[src/hw/rtl/dcs_pkg.sv]
// dcs_pkg: shared types and constants for the digit crop, scale and centre block
// register indexes, register file struct and the queue word between front and back
// no dependencies
package dcs_pkg;

   localparam int MAX_SIDE_DEF   = 512;
   localparam int OUT_WIDTH_DEF  = 28;
   localparam int OUT_HEIGHT_DEF = 28;
   localparam int FIT_SIDE_DEF   = 20;

   localparam int DIM_W       = 10;
   localparam int BOX_W       = 9;
   localparam int CSR_IDX_W   = 3;
   localparam int CSR_DATA_W  = 10;
   localparam int QUEUE_DEPTH = 4;

   localparam logic [DIM_W-1:0] DIM_RESET = 10'd512;

   typedef enum logic [CSR_IDX_W-1:0] {
      CSR_FRAME_COLS = 3'd0,
      CSR_FRAME_ROWS = 3'd1,
      CSR_BOX_LEFT   = 3'd2,
      CSR_BOX_RIGHT  = 3'd3,
      CSR_BOX_TOP    = 3'd4,
      CSR_BOX_BOTTOM = 3'd5,
      CSR_BOX_VALID  = 3'd6
   } csr_index_type;

   typedef struct packed {
      logic [DIM_W-1:0] frame_cols;
      logic [DIM_W-1:0] frame_rows;
      logic [BOX_W-1:0] box_left;
      logic [BOX_W-1:0] box_right;
      logic [BOX_W-1:0] box_top;
      logic [BOX_W-1:0] box_bottom;
      logic             box_valid;
   } cfg_type;

   // one queue word: an ink pixel to map, an end of frame, or both
   typedef struct packed {
      logic             mark;
      logic             eof;
      logic             ok;
      logic [BOX_W-1:0] col_ofs;
      logic [BOX_W-1:0] row_ofs;
   } entry_type;

endpackage

[src/hw/rtl/dcs_divider.sv]
// dcs_divider: restoring divider, one quotient bit per cycle
// quotient must fit in QW bits; no package dependency
module dcs_divider #(
   parameter int NW = 17,
   parameter int DW = 10,
   parameter int QW = 5
) (
   input  logic          clock,
   input  logic          reset,
   input  logic          start,
   input  logic [NW-1:0] numer,
   input  logic [DW-1:0] denom,
   output logic          done,
   output logic [QW-1:0] quot
);
   localparam int KW = (QW > 1) ? $clog2(QW) : 1;
   localparam int TW = (NW > DW + QW) ? NW : DW + QW;

   logic [NW-1:0] rem_ff, rem_in;
   logic [DW-1:0] den_ff, den_in;
   logic [QW-1:0] quot_ff, quot_in;
   logic [KW-1:0] k_ff, k_in;
   logic          busy_ff, busy_in;
   logic          done_ff, done_in;
   logic [TW-1:0] trial;
   logic [TW-1:0] rem_x;

   always_comb begin
      trial   = TW'(den_ff) << k_ff;
      rem_x   = TW'(rem_ff);
      rem_in  = rem_ff;
      den_in  = den_ff;
      quot_in = quot_ff;
      k_in    = k_ff;
      busy_in = busy_ff;
      done_in = 1'b0;
      if (start) begin
         rem_in  = numer;
         den_in  = denom;
         quot_in = '0;
         k_in    = KW'(QW - 1);
         busy_in = 1'b1;
      end else if (busy_ff) begin
         if (rem_x >= trial) begin
            rem_in        = NW'(rem_x - trial);
            quot_in[k_ff] = 1'b1;
         end
         if (k_ff == '0) begin
            busy_in = 1'b0;
            done_in = 1'b1;
         end else begin
            k_in = k_ff - 1'b1;
         end
      end
   end

   always_ff @(posedge clock) begin
      if (reset) begin
         busy_ff <= 1'b0;
         done_ff <= 1'b0;
      end else begin
         busy_ff <= busy_in;
         done_ff <= done_in;
      end
      rem_ff  <= rem_in;
      den_ff  <= den_in;
      quot_ff <= quot_in;
      k_ff    <= k_in;
   end

   assign done = done_ff;
   assign quot = quot_ff;

endmodule

[src/hw/rtl/dcs_front.sv]
// dcs_front: register file, raster counters and pixel classification
// uses dcs_pkg; pushes ink pixels inside the box and frame ends to the queue
module dcs_front #(
   parameter int MAX_SIDE = dcs_pkg::MAX_SIDE_DEF
) (
   input  logic                            clock,
   input  logic                            reset,
   input  logic                            csr_we,
   input  logic [dcs_pkg::CSR_IDX_W-1:0]   csr_index,
   input  logic [dcs_pkg::CSR_DATA_W-1:0]  csr_wdata,
   input  logic                            req_valid,
   output logic                            req_ready,
   input  logic                            req_pixel_on,
   input  logic                            req_end_of_frame,
   output dcs_pkg::cfg_type                cfg,
   output logic                            push_valid,
   output dcs_pkg::entry_type              push_entry,
   input  logic                            push_ready
);
   import dcs_pkg::*;

   localparam int CW = $clog2(MAX_SIDE);
   localparam int XW = ((CW > DIM_W) ? CW : DIM_W) + 1;

   cfg_type       cfg_ff, cfg_in;
   logic [CW-1:0] col_ff, col_in;
   logic [CW-1:0] row_ff, row_in;
   logic [XW-1:0] col_x, row_x;
   logic          box_ok, in_box, accept, wrap;

   always_comb begin
      cfg_in = cfg_ff;
      if (csr_we) begin
         unique case (csr_index)
            CSR_FRAME_COLS: cfg_in.frame_cols = csr_wdata[DIM_W-1:0];
            CSR_FRAME_ROWS: cfg_in.frame_rows = csr_wdata[DIM_W-1:0];
            CSR_BOX_LEFT:   cfg_in.box_left   = csr_wdata[BOX_W-1:0];
            CSR_BOX_RIGHT:  cfg_in.box_right  = csr_wdata[BOX_W-1:0];
            CSR_BOX_TOP:    cfg_in.box_top    = csr_wdata[BOX_W-1:0];
            CSR_BOX_BOTTOM: cfg_in.box_bottom = csr_wdata[BOX_W-1:0];
            CSR_BOX_VALID:  cfg_in.box_valid  = csr_wdata[0];
            default: ;
         endcase
      end
   end

   always_comb begin
      col_x  = XW'(col_ff);
      row_x  = XW'(row_ff);
      box_ok = cfg_ff.box_valid
               && (cfg_ff.box_left <= cfg_ff.box_right)
               && (cfg_ff.box_top <= cfg_ff.box_bottom)
               && (XW'(cfg_ff.box_right) < XW'(cfg_ff.frame_cols))
               && (XW'(cfg_ff.box_bottom) < XW'(cfg_ff.frame_rows));
      in_box = box_ok && req_pixel_on
               && (col_x >= XW'(cfg_ff.box_left)) && (col_x <= XW'(cfg_ff.box_right))
               && (row_x >= XW'(cfg_ff.box_top)) && (row_x <= XW'(cfg_ff.box_bottom));

      req_ready  = push_ready;
      accept     = req_valid && push_ready;
      push_valid = accept && (in_box || req_end_of_frame);

      push_entry.mark    = in_box;
      push_entry.eof     = req_end_of_frame;
      push_entry.ok      = box_ok;
      push_entry.col_ofs = BOX_W'(col_x - XW'(cfg_ff.box_left));
      push_entry.row_ofs = BOX_W'(row_x - XW'(cfg_ff.box_top));

      // width zero behaves like width one, and the counter never passes the side limit
      wrap   = ((col_x + 1'b1) >= XW'(cfg_ff.frame_cols)) || (col_ff >= CW'(MAX_SIDE - 1));
      col_in = col_ff;
      row_in = row_ff;
      if (accept) begin
         if (req_end_of_frame) begin
            col_in = '0;
            row_in = '0;
         end else if (wrap) begin
            col_in = '0;
            row_in = (row_ff == CW'(MAX_SIDE - 1)) ? '0 : row_ff + 1'b1;
         end else begin
            col_in = col_ff + 1'b1;
         end
      end
   end

   always_ff @(posedge clock) begin
      if (reset) begin
         cfg_ff.frame_cols <= DIM_RESET;
         cfg_ff.frame_rows <= DIM_RESET;
         cfg_ff.box_left   <= '0;
         cfg_ff.box_right  <= '0;
         cfg_ff.box_top    <= '0;
         cfg_ff.box_bottom <= '0;
         cfg_ff.box_valid  <= 1'b0;
         col_ff            <= '0;
         row_ff            <= '0;
      end else begin
         cfg_ff <= cfg_in;
         col_ff <= col_in;
         row_ff <= row_in;
      end
   end

   assign cfg = cfg_ff;

endmodule

[src/hw/rtl/dcs_queue.sv]
// dcs_queue: short word queue between the front and the back
// uses dcs_pkg for the queue word type
module dcs_queue (
   input  logic               clock,
   input  logic               reset,
   input  logic               push_valid,
   input  dcs_pkg::entry_type push_entry,
   output logic               push_ready,
   output logic               pop_valid,
   output dcs_pkg::entry_type pop_entry,
   input  logic               pop_ready
);
   import dcs_pkg::*;

   localparam int AW = $clog2(QUEUE_DEPTH);

   entry_type     mem_ff [QUEUE_DEPTH];
   logic [AW-1:0] wr_ff, wr_in, rd_ff, rd_in;
   logic [AW:0]   count_ff, count_in;
   logic          do_push, do_pop;

   always_comb begin
      push_ready = (count_ff != (AW+1)'(QUEUE_DEPTH));
      pop_valid  = (count_ff != '0);
      pop_entry  = mem_ff[rd_ff];
      do_push    = push_valid && push_ready;
      do_pop     = pop_valid && pop_ready;
      wr_in      = wr_ff;
      rd_in      = rd_ff;
      if (do_push) begin
         wr_in = (wr_ff == AW'(QUEUE_DEPTH - 1)) ? '0 : wr_ff + 1'b1;
      end
      if (do_pop) begin
         rd_in = (rd_ff == AW'(QUEUE_DEPTH - 1)) ? '0 : rd_ff + 1'b1;
      end
      count_in = count_ff + (AW+1)'(do_push) - (AW+1)'(do_pop);
   end

   always_ff @(posedge clock) begin
      if (reset) begin
         wr_ff    <= '0;
         rd_ff    <= '0;
         count_ff <= '0;
      end else begin
         wr_ff    <= wr_in;
         rd_ff    <= rd_in;
         count_ff <= count_in;
      end
      if (do_push) begin
         mem_ff[wr_ff] <= push_entry;
      end
   end

endmodule

[src/hw/rtl/dcs_back.sv]
// dcs_back: geometry, forward mapping into the image rows and row word output
// uses dcs_pkg and dcs_divider; one shared divider does every division
module dcs_back #(
   parameter int OUT_WIDTH  = dcs_pkg::OUT_WIDTH_DEF,
   parameter int OUT_HEIGHT = dcs_pkg::OUT_HEIGHT_DEF,
   parameter int FIT_SIDE   = dcs_pkg::FIT_SIDE_DEF
) (
   input  logic                          clock,
   input  logic                          reset,
   input  logic                          csr_we,
   input  dcs_pkg::cfg_type              cfg,
   input  logic                          pop_valid,
   input  dcs_pkg::entry_type            pop_entry,
   output logic                          pop_ready,
   output logic                          rsp_valid,
   input  logic                          rsp_ready,
   output logic [OUT_WIDTH-1:0]          rsp_row_bits,
   output logic [$clog2(OUT_HEIGHT)-1:0] rsp_row_number,
   output logic                          rsp_ok,
   output logic                          rsp_last_row
);
   import dcs_pkg::*;

   localparam int MAXO = (OUT_WIDTH > OUT_HEIGHT) ? OUT_WIDTH : OUT_HEIGHT;
   localparam int MAXQ = (MAXO > FIT_SIDE) ? MAXO : FIT_SIDE;
   localparam int QW   = $clog2(MAXQ + 1);
   localparam int FW   = $clog2(FIT_SIDE + 1);
   localparam int NWG  = DIM_W + FW + 1;
   localparam int NWM  = BOX_W + QW;
   localparam int NW   = (NWG > NWM) ? NWG : NWM;
   localparam int RW   = $clog2(OUT_HEIGHT);
   localparam int PW   = QW + 1;

   typedef enum logic [5:0] {
      ST_IDLE  = 6'b000001,
      ST_GEO_C = 6'b000010,
      ST_GEO_R = 6'b000100,
      ST_MAP_X = 6'b001000,
      ST_MAP_Y = 6'b010000,
      ST_EMIT  = 6'b100000
   } state_type;

   typedef enum logic [1:0] {
      SEL_GEO_C = 2'd0,
      SEL_GEO_R = 2'd1,
      SEL_MAP_X = 2'd2,
      SEL_MAP_Y = 2'd3
   } div_sel_type;

   state_type              state_ff, state_in;
   entry_type              ent_ff, ent_in;
   logic                   dirty_ff, dirty_in;
   logic [QW-1:0]          sc_ff, sc_in, sr_ff, sr_in, qx_ff, qx_in;
   logic [RW-1:0]          k_ff, k_in;
   logic [OUT_WIDTH-1:0]   rows_ff [OUT_HEIGHT];
   logic [OUT_WIDTH-1:0]   rows_in [OUT_HEIGHT];
   logic [DIM_W-1:0]       sw, sh, mx;
   logic [QW-1:0]          col_off, row_off;
   logic [PW-1:0]          dx, dy;
   logic [BOX_W-1:0]       mark_col;
   div_sel_type            div_sel;
   logic                   div_start, div_done, set_bit;
   logic [NW-1:0]          div_num;
   logic [DIM_W-1:0]       div_den;
   logic [QW-1:0]          div_q;

   function automatic logic [QW-1:0] clamp_side(input logic [QW-1:0] q, input int limit);
      logic [QW-1:0] s;
      s = q;
      if (s == '0) s = QW'(1);
      if (s > QW'(limit)) s = QW'(limit);
      return s;
   endfunction

   dcs_divider #(.NW(NW), .DW(DIM_W), .QW(QW)) u_div (
      .clock (clock),
      .reset (reset),
      .start (div_start),
      .numer (div_num),
      .denom (div_den),
      .done  (div_done),
      .quot  (div_q)
   );

   always_comb begin
      sw       = DIM_W'(cfg.box_right) - DIM_W'(cfg.box_left) + 1'b1;
      sh       = DIM_W'(cfg.box_bottom) - DIM_W'(cfg.box_top) + 1'b1;
      mx       = (sw > sh) ? sw : sh;
      col_off  = QW'((QW'(OUT_WIDTH) - sc_ff) >> 1);
      row_off  = QW'((QW'(OUT_HEIGHT) - sr_ff) >> 1);
      // in idle the mark has not been latched yet
      mark_col = (state_ff == ST_IDLE) ? pop_entry.col_ofs : ent_ff.col_ofs;
      unique case (div_sel)
         SEL_GEO_C: begin
            div_num = NW'(sw) * NW'(FIT_SIDE) + NW'(mx >> 1);
            div_den = mx;
         end
         SEL_GEO_R: begin
            div_num = NW'(sh) * NW'(FIT_SIDE) + NW'(mx >> 1);
            div_den = mx;
         end
         SEL_MAP_X: begin
            div_num = NW'(mark_col) * NW'(sc_ff);
            div_den = sw;
         end
         SEL_MAP_Y: begin
            div_num = NW'(ent_ff.row_ofs) * NW'(sr_ff);
            div_den = sh;
         end
         default: begin
            div_num = '0;
            div_den = '0;
         end
      endcase
   end

   always_comb begin
      state_in  = state_ff;
      ent_in    = ent_ff;
      dirty_in  = dirty_ff | csr_we;
      sc_in     = sc_ff;
      sr_in     = sr_ff;
      qx_in     = qx_ff;
      k_in      = k_ff;
      pop_ready = 1'b0;
      rsp_valid = 1'b0;
      div_start = 1'b0;
      div_sel   = SEL_GEO_C;
      set_bit   = 1'b0;
      dx        = PW'(col_off) + PW'(qx_ff);
      dy        = PW'(row_off) + PW'(div_q);
      unique case (state_ff)
         ST_IDLE: begin
            if (pop_valid) begin
               pop_ready = 1'b1;
               ent_in    = pop_entry;
               k_in      = '0;
               if (pop_entry.mark) begin
                  div_start = 1'b1;
                  if (dirty_ff) begin
                     div_sel  = SEL_GEO_C;
                     state_in = ST_GEO_C;
                  end else begin
                     div_sel  = SEL_MAP_X;
                     state_in = ST_MAP_X;
                  end
               end else begin
                  state_in = ST_EMIT;
               end
            end
         end
         ST_GEO_C: begin
            if (div_done) begin
               sc_in     = clamp_side(div_q, OUT_WIDTH);
               div_start = 1'b1;
               div_sel   = SEL_GEO_R;
               state_in  = ST_GEO_R;
            end
         end
         ST_GEO_R: begin
            if (div_done) begin
               sr_in     = clamp_side(div_q, OUT_HEIGHT);
               dirty_in  = csr_we;
               div_start = 1'b1;
               div_sel   = SEL_MAP_X;
               state_in  = ST_MAP_X;
            end
         end
         ST_MAP_X: begin
            if (div_done) begin
               qx_in     = div_q;
               div_start = 1'b1;
               div_sel   = SEL_MAP_Y;
               state_in  = ST_MAP_Y;
            end
         end
         ST_MAP_Y: begin
            if (div_done) begin
               set_bit  = (dx < PW'(OUT_WIDTH)) && (dy < PW'(OUT_HEIGHT));
               state_in = ent_ff.eof ? ST_EMIT : ST_IDLE;
            end
         end
         ST_EMIT: begin
            rsp_valid = 1'b1;
            if (rsp_ready) begin
               if (k_ff == RW'(OUT_HEIGHT - 1)) begin
                  state_in = ST_IDLE;
               end else begin
                  k_in = k_ff + 1'b1;
               end
            end
         end
         default: state_in = ST_IDLE;
      endcase
   end

   // rows are cleared as they are sent, so the store is empty for the next frame
   always_comb begin
      for (int r = 0; r < OUT_HEIGHT; r++) begin
         rows_in[r] = rows_ff[r];
         for (int c = 0; c < OUT_WIDTH; c++) begin
            if (set_bit && (dy == PW'(r)) && (dx == PW'(c))) begin
               rows_in[r][c] = 1'b1;
            end
         end
         if (rsp_valid && rsp_ready && (k_ff == RW'(r))) begin
            rows_in[r] = '0;
         end
      end
   end

   always_ff @(posedge clock) begin
      if (reset) begin
         state_ff <= ST_IDLE;
         dirty_ff <= 1'b1;
         sc_ff    <= '0;
         sr_ff    <= '0;
         k_ff     <= '0;
         for (int r = 0; r < OUT_HEIGHT; r++) begin
            rows_ff[r] <= '0;
         end
      end else begin
         state_ff <= state_in;
         dirty_ff <= dirty_in;
         sc_ff    <= sc_in;
         sr_ff    <= sr_in;
         k_ff     <= k_in;
         for (int r = 0; r < OUT_HEIGHT; r++) begin
            rows_ff[r] <= rows_in[r];
         end
      end
      ent_ff <= ent_in;
      qx_ff  <= qx_in;
   end

   assign rsp_row_bits   = ent_ff.ok ? rows_ff[k_ff] : '0;
   assign rsp_row_number = k_ff;
   assign rsp_ok         = ent_ff.ok;
   assign rsp_last_row   = (k_ff == RW'(OUT_HEIGHT - 1));

endmodule

[src/hw/rtl/digit_crop_scale_center.sv]
// digit_crop_scale_center: one-bit drawing to a centred fixed-size image, top level
// uses dcs_pkg, dcs_front, dcs_queue and dcs_back
//
//   port group  direction  handshake          carries
//   req_        in         req_valid/ready    pixel_on, end_of_frame
//   rsp_        out        rsp_valid/ready    row_bits, row_number, ok, last_row
//   csr_        in         csr_we             csr_index, csr_wdata
//
// a pixel outside the box or without ink is not queued; the queue absorbs bursts
// an ink pixel in the box runs a column and a row division on the shared divider of QW
// quotient bits, preceded after any register write by the column and row geometry
// divisions (geometry refresh)
// end of frame sends OUT_HEIGHT row words, one per cycle while rsp_ready is high
// reset clears counters, rows and registers at once; no clearing pass
module digit_crop_scale_center #(
   parameter int MAX_SIDE   = dcs_pkg::MAX_SIDE_DEF,
   parameter int OUT_WIDTH  = dcs_pkg::OUT_WIDTH_DEF,
   parameter int OUT_HEIGHT = dcs_pkg::OUT_HEIGHT_DEF,
   parameter int FIT_SIDE   = dcs_pkg::FIT_SIDE_DEF
) (
   input  logic                            clock,
   input  logic                            reset,
   input  logic                            csr_we,
   input  logic [dcs_pkg::CSR_IDX_W-1:0]   csr_index,
   input  logic [dcs_pkg::CSR_DATA_W-1:0]  csr_wdata,
   input  logic                            req_valid,
   output logic                            req_ready,
   input  logic                            req_pixel_on,
   input  logic                            req_end_of_frame,
   output logic                            rsp_valid,
   input  logic                            rsp_ready,
   output logic [OUT_WIDTH-1:0]            rsp_row_bits,
   output logic [$clog2(OUT_HEIGHT)-1:0]   rsp_row_number,
   output logic                            rsp_ok,
   output logic                            rsp_last_row
);
   import dcs_pkg::*;

   cfg_type   cfg;
   entry_type push_entry, pop_entry;
   logic      push_valid, push_ready, pop_valid, pop_ready;

   dcs_front #(.MAX_SIDE(MAX_SIDE)) u_front (
      .clock            (clock),
      .reset            (reset),
      .csr_we           (csr_we),
      .csr_index        (csr_index),
      .csr_wdata        (csr_wdata),
      .req_valid        (req_valid),
      .req_ready        (req_ready),
      .req_pixel_on     (req_pixel_on),
      .req_end_of_frame (req_end_of_frame),
      .cfg              (cfg),
      .push_valid       (push_valid),
      .push_entry       (push_entry),
      .push_ready       (push_ready)
   );

   dcs_queue u_queue (
      .clock      (clock),
      .reset      (reset),
      .push_valid (push_valid),
      .push_entry (push_entry),
      .push_ready (push_ready),
      .pop_valid  (pop_valid),
      .pop_entry  (pop_entry),
      .pop_ready  (pop_ready)
   );

   dcs_back #(
      .OUT_WIDTH  (OUT_WIDTH),
      .OUT_HEIGHT (OUT_HEIGHT),
      .FIT_SIDE   (FIT_SIDE)
   ) u_back (
      .clock          (clock),
      .reset          (reset),
      .csr_we         (csr_we),
      .cfg            (cfg),
      .pop_valid      (pop_valid),
      .pop_entry      (pop_entry),
      .pop_ready      (pop_ready),
      .rsp_valid      (rsp_valid),
      .rsp_ready      (rsp_ready),
      .rsp_row_bits   (rsp_row_bits),
      .rsp_row_number (rsp_row_number),
      .rsp_ok         (rsp_ok),
      .rsp_last_row   (rsp_last_row)
   );

endmodule
[config.mk]
export PLATFORM = sky130hd
export DESIGN_NAME = digit_crop_scale_center
export DESIGN_NICKNAME = d
export VERILOG_FILES = /design/src/hw/rtl/dcs_pkg.sv /design/src/hw/rtl/dcs_divider.sv /design/src/hw/rtl/dcs_front.sv /design/src/hw/rtl/dcs_queue.sv /design/src/hw/rtl/dcs_back.sv /design/src/hw/rtl/digit_crop_scale_center.sv
export SDC_FILE = /design/constraint.sdc
export NUM_CORES = 2
export LEC_CHECK = 0
export ABC_CLOCK_PERIOD_IN_PS = 10500
export BUFFER_PORTS_ARGS = -buffer_cell sky130_fd_sc_hd__buf_2
export CAP_MARGIN = 20
export CORE_MARGIN = 5
export CORE_UTILIZATION = 38
export CTS_BUF_LIST = sky130_fd_sc_hd__clkbuf_2 sky130_fd_sc_hd__clkbuf_4 sky130_fd_sc_hd__clkbuf_8
export DETAILED_ROUTE_END_ITERATION = 8
export PLACE_DENSITY = 0.61
export REMOVE_ABC_BUFFERS = 1
export SLEW_MARGIN = 40
export SYNTH_ARGS = -nofsm -noshare
export SYNTH_HDL_FRONTEND = slang
export SYNTH_SLANG_ARGS = --single-unit
[constraint.sdc]
create_clock -name clock -period 10.5 [get_ports clock]
set_input_delay 2.625 -clock clock [delete_from_list [all_inputs] [get_ports clock]]
set_output_delay 2.625 -clock clock [all_outputs]
set_load 0.01 [all_outputs]
* Yosys cells after proc, flatten, opt, wreduce, memory -nomap -nowiden
Memories as Yosys holds them, arrays and structs flattened. A register that Yosys moved wholly into a read port is not among the register bits.
Index checks and enable logic that the tools add are counted.
** Word-level totals
- Memories kept :: 2
- Output and inout port bits :: 37
- Register bits :: 165
- Bits in writable memories :: 868
- Word-level logic and storage cells :: 5094
- Bits of input ports :: 20
** Memory list
- u_back.rows_ff :: depth 28, width 28, rd ports 1, clocked after Yosys merged registers in 1, write ports 28, RTL line dcs_back.sv:55 : logic [OUT_WIDTH-1:0] rows_ff [OUT_HEIGHT];
- u_queue.mem_ff :: depth 4, width 21, rd ports 1, clocked after Yosys merged registers in 1, write ports 1, RTL line dcs_queue.sv:17 : entry_type mem_ff [QUEUE_DEPTH];
** Operators by class
- Equality and inequality tests :: 892
- Muxes and demuxes :: 1665
- Multiply operators :: 4
- Magnitude comparators :: 18
- Bitwise gates (word level) :: 788
- Shift operators :: 1
- Reduce and logical (&&, ||, !) cells :: 1674
- $add $sub $neg :: 22
** Operators with widths (count)
- AND reduction 2 bit :: 799
- two-way mux 1 bit :: 1589
- inequality test 2 bit (second input constant) :: 792
- logical AND 1 bit :: 856
- two-way mux 28 bit :: 29
- OR 1 bit :: 785
- == test 6 x 5 -> 1 bit (second input constant) :: 25
- == test 6 x 4 -> 1 bit (second input constant) :: 17
- one-hot mux 16 bit (4 select lines) :: 1
- == test 5 bit (second input constant) :: 12
- two-way mux 5 bit :: 11
- == test 6 x 3 -> 1 bit (second input constant) :: 9
- two-way mux 6 bit :: 9
- two-way mux 9 bit :: 6
- two-way mux 16 bit :: 3
- == test 5 x 4 -> 1 bit (second input constant) :: 8
- less-or-equal comparator 9 bit :: 4
- one-hot mux 6 bit (6 select lines) :: 1
- adder 15 x 9 -> 16 bit :: 2
- == test 6 x 2 -> 1 bit (second input constant) :: 5
- one-hot mux 10 bit (3 select lines) :: 1
- multiplier 9 x 5 -> 14 bit :: 2
- multiplier 10 x 3 -> 13 bit (second input constant) :: 2
- adder 10 x 1 -> 10 bit (second input constant) :: 2
- 55 further kinds :: 94

* Longest topological paths before layout
- Word-level depth :: 15
- Mapped depth :: 31
- Gate-level depth less buffers :: 30

* Modules after synthesis
A second synthesis with hierarchy kept.
** Unflattened totals
- Cell total of the unflattened synthesis :: 5100
- Area, all modules :: 57447.6 um^2
** By module, submodules not included
- dcs_back :: area each 46034.2 um^2, instances 1, cells an instance 3971
- dcs_front :: area each 5420.2 um^2, instances 1, cells an instance 705
- dcs_queue :: area each 3500.9 um^2, instances 1, cells an instance 158
- dcs_divider :: area each 2492.4 um^2, instances 1, cells an instance 266

* Worst setup path before layout
No wires, ideal clock.
- Path kind :: reg-to-reg
- Start :: register u_front.cfg_ff, in the netlist u_front.cfg[20]
- End :: register u_back.u_div.rem_ff[8], data pin
- Cell stages (with the launch flop) :: 29
- Arrival :: 5442 ps
- Data required time :: 10239 ps
- Slack :: 4797 ps
- Buffers on the path :: 1
- Path through :: dfxtp_1 -> inv_1 -> ha_1 -> fa_1 -> nor2b_1 -> o31a_1 -> o21ai_0 -> nor2b_1 -> inv_1 -> ha_1 -> a21oi_1 -> nor2b_1 -> o311a_1 -> o31ai_1 -> a41oi_2 -> nor2_1 -> clkbuf_1 -> nor2_1 -> a21oi_1 -> ha_1 -> inv_1 -> fa_1 -> inv_1 -> a21oi_1 -> or3_1 -> o21ba_2 -> nor3_2 -> mux2i_1 -> a221o_1
** On the way
- Word-level cells in the longest chain between the ends :: 7
- Elaborated cells between the ends (all ways) :: 9
** RTL lines
- from (decl) :: RTL line dcs_front.sv:25 : cfg_type cfg_ff, cfg_in;
- from (signal assigned) :: RTL line dcs_front.sv:98 : cfg_ff <= cfg_in;
- subtractor 9 x 9 -> 10 bit (*) :: RTL line dcs_back.sv:86 : sw = DIM_W'(cfg.box_right) - DIM_W'(cfg.box_left) + 1'b1;
- adder 10 x 1 -> 10 bit (*) :: RTL line dcs_back.sv:86
- branches (longest 3 deep; another with adder 15 x 9 -> 16 bit)
- one-hot mux 16 bit (4 select lines) (*) :: RTL line dcs_back.sv:93 : unique case (div_sel)
- two-way mux 16 bit (*) :: RTL line dcs_divider.sv:37 : if (start) begin
- via u_back.u_div.rem_in[8] :: RTL line dcs_divider.sv:19 : logic [NW-1:0] rem_ff, rem_in;
- to (signal assigned) :: RTL line dcs_divider.sv:65 : rem_ff <= rem_in;
- to (decl) :: RTL line dcs_divider.sv:19
Mark *: on every way through the listed nets, which the timed path passes.
A chain may end at the register's enable or synchronous reset.

==> flow_metrics.env <==
export IMPL_outcome="finished, final reports clean"
export IMPL_dieArea_sq_um=157000
export IMPL_drtIter0Drc=4393
export IMPL_finClkSkew_ps=48.0
export IMPL_routed_wl_um=168000
export IMPL_synth_top_area_share_pct=48.5
export IMPL_stdcell_area_sq_um=62800
export IMPL_place_ws_ps=3920
export IMPL_p_leak_nw=21.2
export IMPL_synth_common_cells="edfxtp_1, o21ai_0, nor2_1, clkbuf_1, nand2_1"
export IMPL_pwr_share_comb_pct=22.5
export IMPL_initial_utilization_pct=38.1
export IMPL_cp_data_arrival_time_ps=4320
export IMPL_clk_pin_slew_ps=60
export IMPL_clkPwrFrac_pct=32.2
export IMPL_syn_area_per_cell_sq_um=11.3
export IMPL_core_area_sq_um=149000
export IMPL_drive_gt1_share_pct=15.5
export IMPL_antenna_found_initial=6
export IMPL_p_sw_mw=3.40
export IMPL_dp_hpwl_um=104000
export IMPL_rsz0062_at_grt="no"
export IMPL_irDropWorstVdd_v=0.000109
export IMPL_p_int_mw=7.72
export IMPL_grt_overflow=0
export IMPL_hold_violations=0
export IMPL_swShare_pct=30.6
export IMPL_cts_buffer_depth=3
export IMPL_max_slew_margin_pct=41.9
export IMPL_ios=57
export IMPL_fillCellCount=14000
export IMPL_r2r_slack_ps=4090
export IMPL_syn_inst=5051
export IMPL_start_kind="register"
export IMPL_dr_pass1_iters=6
export IMPL_cts_max_level=4
export IMPL_post_cts_buffers=0
export IMPL_syn_to_final_growth_pct=10.5
export IMPL_cts_sinks=1040
export IMPL_synth_ff_type="edfxtp_1"
export IMPL_p_per_area_nw_per_um2=177
export IMPL_worst_path_largest_cell_delay_ps=700
export IMPL_routed_wl_met2_um=80700
export IMPL_vias_per_cell=5.79
export IMPL_worst_pin_slew_ps=848
export IMPL_max_freq_mhz=144
export IMPL_period_minus_slack_ps=6950
export IMPL_clockRootBuffer="clkbuf_8"
export IMPL_clk_latency_ps=890
export IMPL_path_max_fanout=87
export IMPL_p_seq_share_pct=45.3
export IMPL_fin_crit_sh_pct=66.1
export IMPL_yosys_warnings=0
export IMPL_cts_tree="built"
export IMPL_wl_met1_um=66600
export IMPL_worstSetupPathType="reg2out"
export IMPL_multi_input_area_sq_um=24900
export IMPL_finalMaxSlewViolations=0
export IMPL_setup_violations=0
export IMPL_ant_nets=0
export IMPL_syn_area_sq_um=56900
export IMPL_hold_buffers=0
export IMPL_top_layer="met4"
export IMPL_fin_nets=5268
export IMPL_hold_path_class="reg2reg"
export IMPL_gr_usage_all_layers_pct=20.9
export IMPL_drcViolationCount=0
export IMPL_die_height_um=397
export IMPL_regArea_sq_um=30000
export IMPL_vias=40700
export IMPL_grt_pass1_vias=39700
export IMPL_fin_util_pct=42.1
export IMPL_num_rows=142
export IMPL_ys_ff_latch=1040
export IMPL_grt_start_max_net_pins=131
export IMPL_power_mw=11.1
export IMPL_tns_ps=0
export IMPL_gp_congestion=0.888
export IMPL_crit_chain="buf_12, buf_16, mux4_2, mux2i_1, o21ai_0, mux2i_1, nor2b_1, buf_2"
export IMPL_synthTopCellsByArea="edfxtp_1, mux4_2, o21ai_0"
export IMPL_yosysUniqueCellTypes=81
export IMPL_crit_required_ps=7880
export IMPL_cts_made_buffers=167
export IMPL_placed_area_sq_um=59400
export IMPL_synth_edf_count=919
export IMPL_synth_seq_area_share_pct=52.8
export IMPL_wl_met3_um=14800
export IMPL_drv_cap=0
export IMPL_slowest_stage="dfxtp_4"
export IMPL_cts_resized=0
export IMPL_crit_top_cell="mux2i_1"
export IMPL_wire_per_inst_um=23.8
export IMPL_cp_end_kind="primary output"
export IMPL_port_buffers=56
export IMPL_die_x_um=397
export IMPL_grt_pass1_wl_um=250000
export IMPL_yosysMostFrequentCell="edfxtp_1"
export IMPL_setup_ws_ps=3550
export IMPL_synth_area_leader_cell="edfxtp_1"
export IMPL_async_reset_ff_share_pct=0
final timing paths:
path,start,endpoint,depth (start not counted)
hold reg to reg,u_front.cfg[45],u_front.cfg[45],2
hold / removal,u_front.cfg[45],u_front.cfg[45],2
setup / recovery,register,rsp_row_bits[19],8
setup reg to reg,u_front.cfg[20],u_back.u_div.rem_ff[9],27
area by class of cell:
cell class	instances	area share, %
Inverter	228	1.36
Tap cell	1944	3.87
Antenna cell	4	0.0159
Clock inverter	62	0.683
Sequential cell	1040	47.8
Clock buffer	242	4.66
Timing Repair Buffer	167	1.97
Multi-Input combinational cell	3353	39.6
registers in the layout (all words and copies together) (netlist names), named ones only:
signal,flops
u_back.u_div.den_ff,10
u_back.qx_ff,5
u_front.cfg,57
u_back.state_ff,6
u_back.rsp_row_number,5
u_back.rsp_ok,1
u_queue.wr_ff,2
u_front.col_ff,9
u_queue.mem_ff,84
u_front.row_ff,9
u_back.u_div.k_ff,3
u_back.u_div.quot,5
u_back.u_div.done,1
u_back.ent_ff,19
u_back.sr_ff,5
u_queue.count_ff,3
u_back.u_div.busy_ff,1
u_back.sc_ff,5
u_back.rows_ff,784
u_back.dirty_ff,1
u_queue.rd_ff,2
u_back.u_div.rem_ff,16
metrics by stage:
stage / std cells / hold WS (ps)
global route: 7038 / 480
global placement: 6727 / 443
detailed placement: 6729 / 448
finish: 7040 / 454
floorplan: 4621 / 430
CTS: 7033 / 456
layer usage:
metal / up-vias / track usage (%)
met5: - / 0
met4: 0 / 7.60
met3: 295 / 3.73
met2: 1864 / 34.5
met1: 20400 / 27.8
li1: 18100 / -
critical path: cells and delay by family (launching register included):
family,cells,cell delay (ps)
AOI/OAI and AO/OA,1,220
buffers and inverters,3,1020
DFF,1,700
muxes,3,1360
and+or+nand+nor,1,90
cells by family after synthesis:
kind of cell    synth area share, %
fa+ha+maj                      7.13
buf+inv                        4.37
compound gates                 12.7
flops                          52.8
mux                            11.2
xor+xnor                       1.80
simple gates                   10.0
power by group through the flow:
| stage | clock network (mW) | logic (mW) | registers, mW |
|---|---|---|---|
| finish | 3.58 | 2.50 | 5.04 |
| floorplan | 0 | 1.72 | 5.08 |
| global placement | 0 | 2.44 | 5.12 |
| detailed placement | 0 | 2.49 | 5.13 |
| CTS | 3.63 | 2.50 | 5.04 |
| global route | 3.82 | 2.74 | 5.06 |
cells in the final DEF (no fill, tap or decap), drive strengths merged, types with 23 or more instances in the layout:
cell,instances
xor2,35
fa,55
mux4,238
dfxtp,121
o21a,26
o21ai,872
a21o,54
nor2b,83
inv,229
nor3,34
mux2i,87
clkbuf,242
xnor2,79
and2,43
nand3,56
a211oi,23
a21oi,195
edfxtp,919
nor2,660
clkinv,50
ha,236
nand2b,29
nand2,335
buf,167
Power figures use the tool's default switching activity.
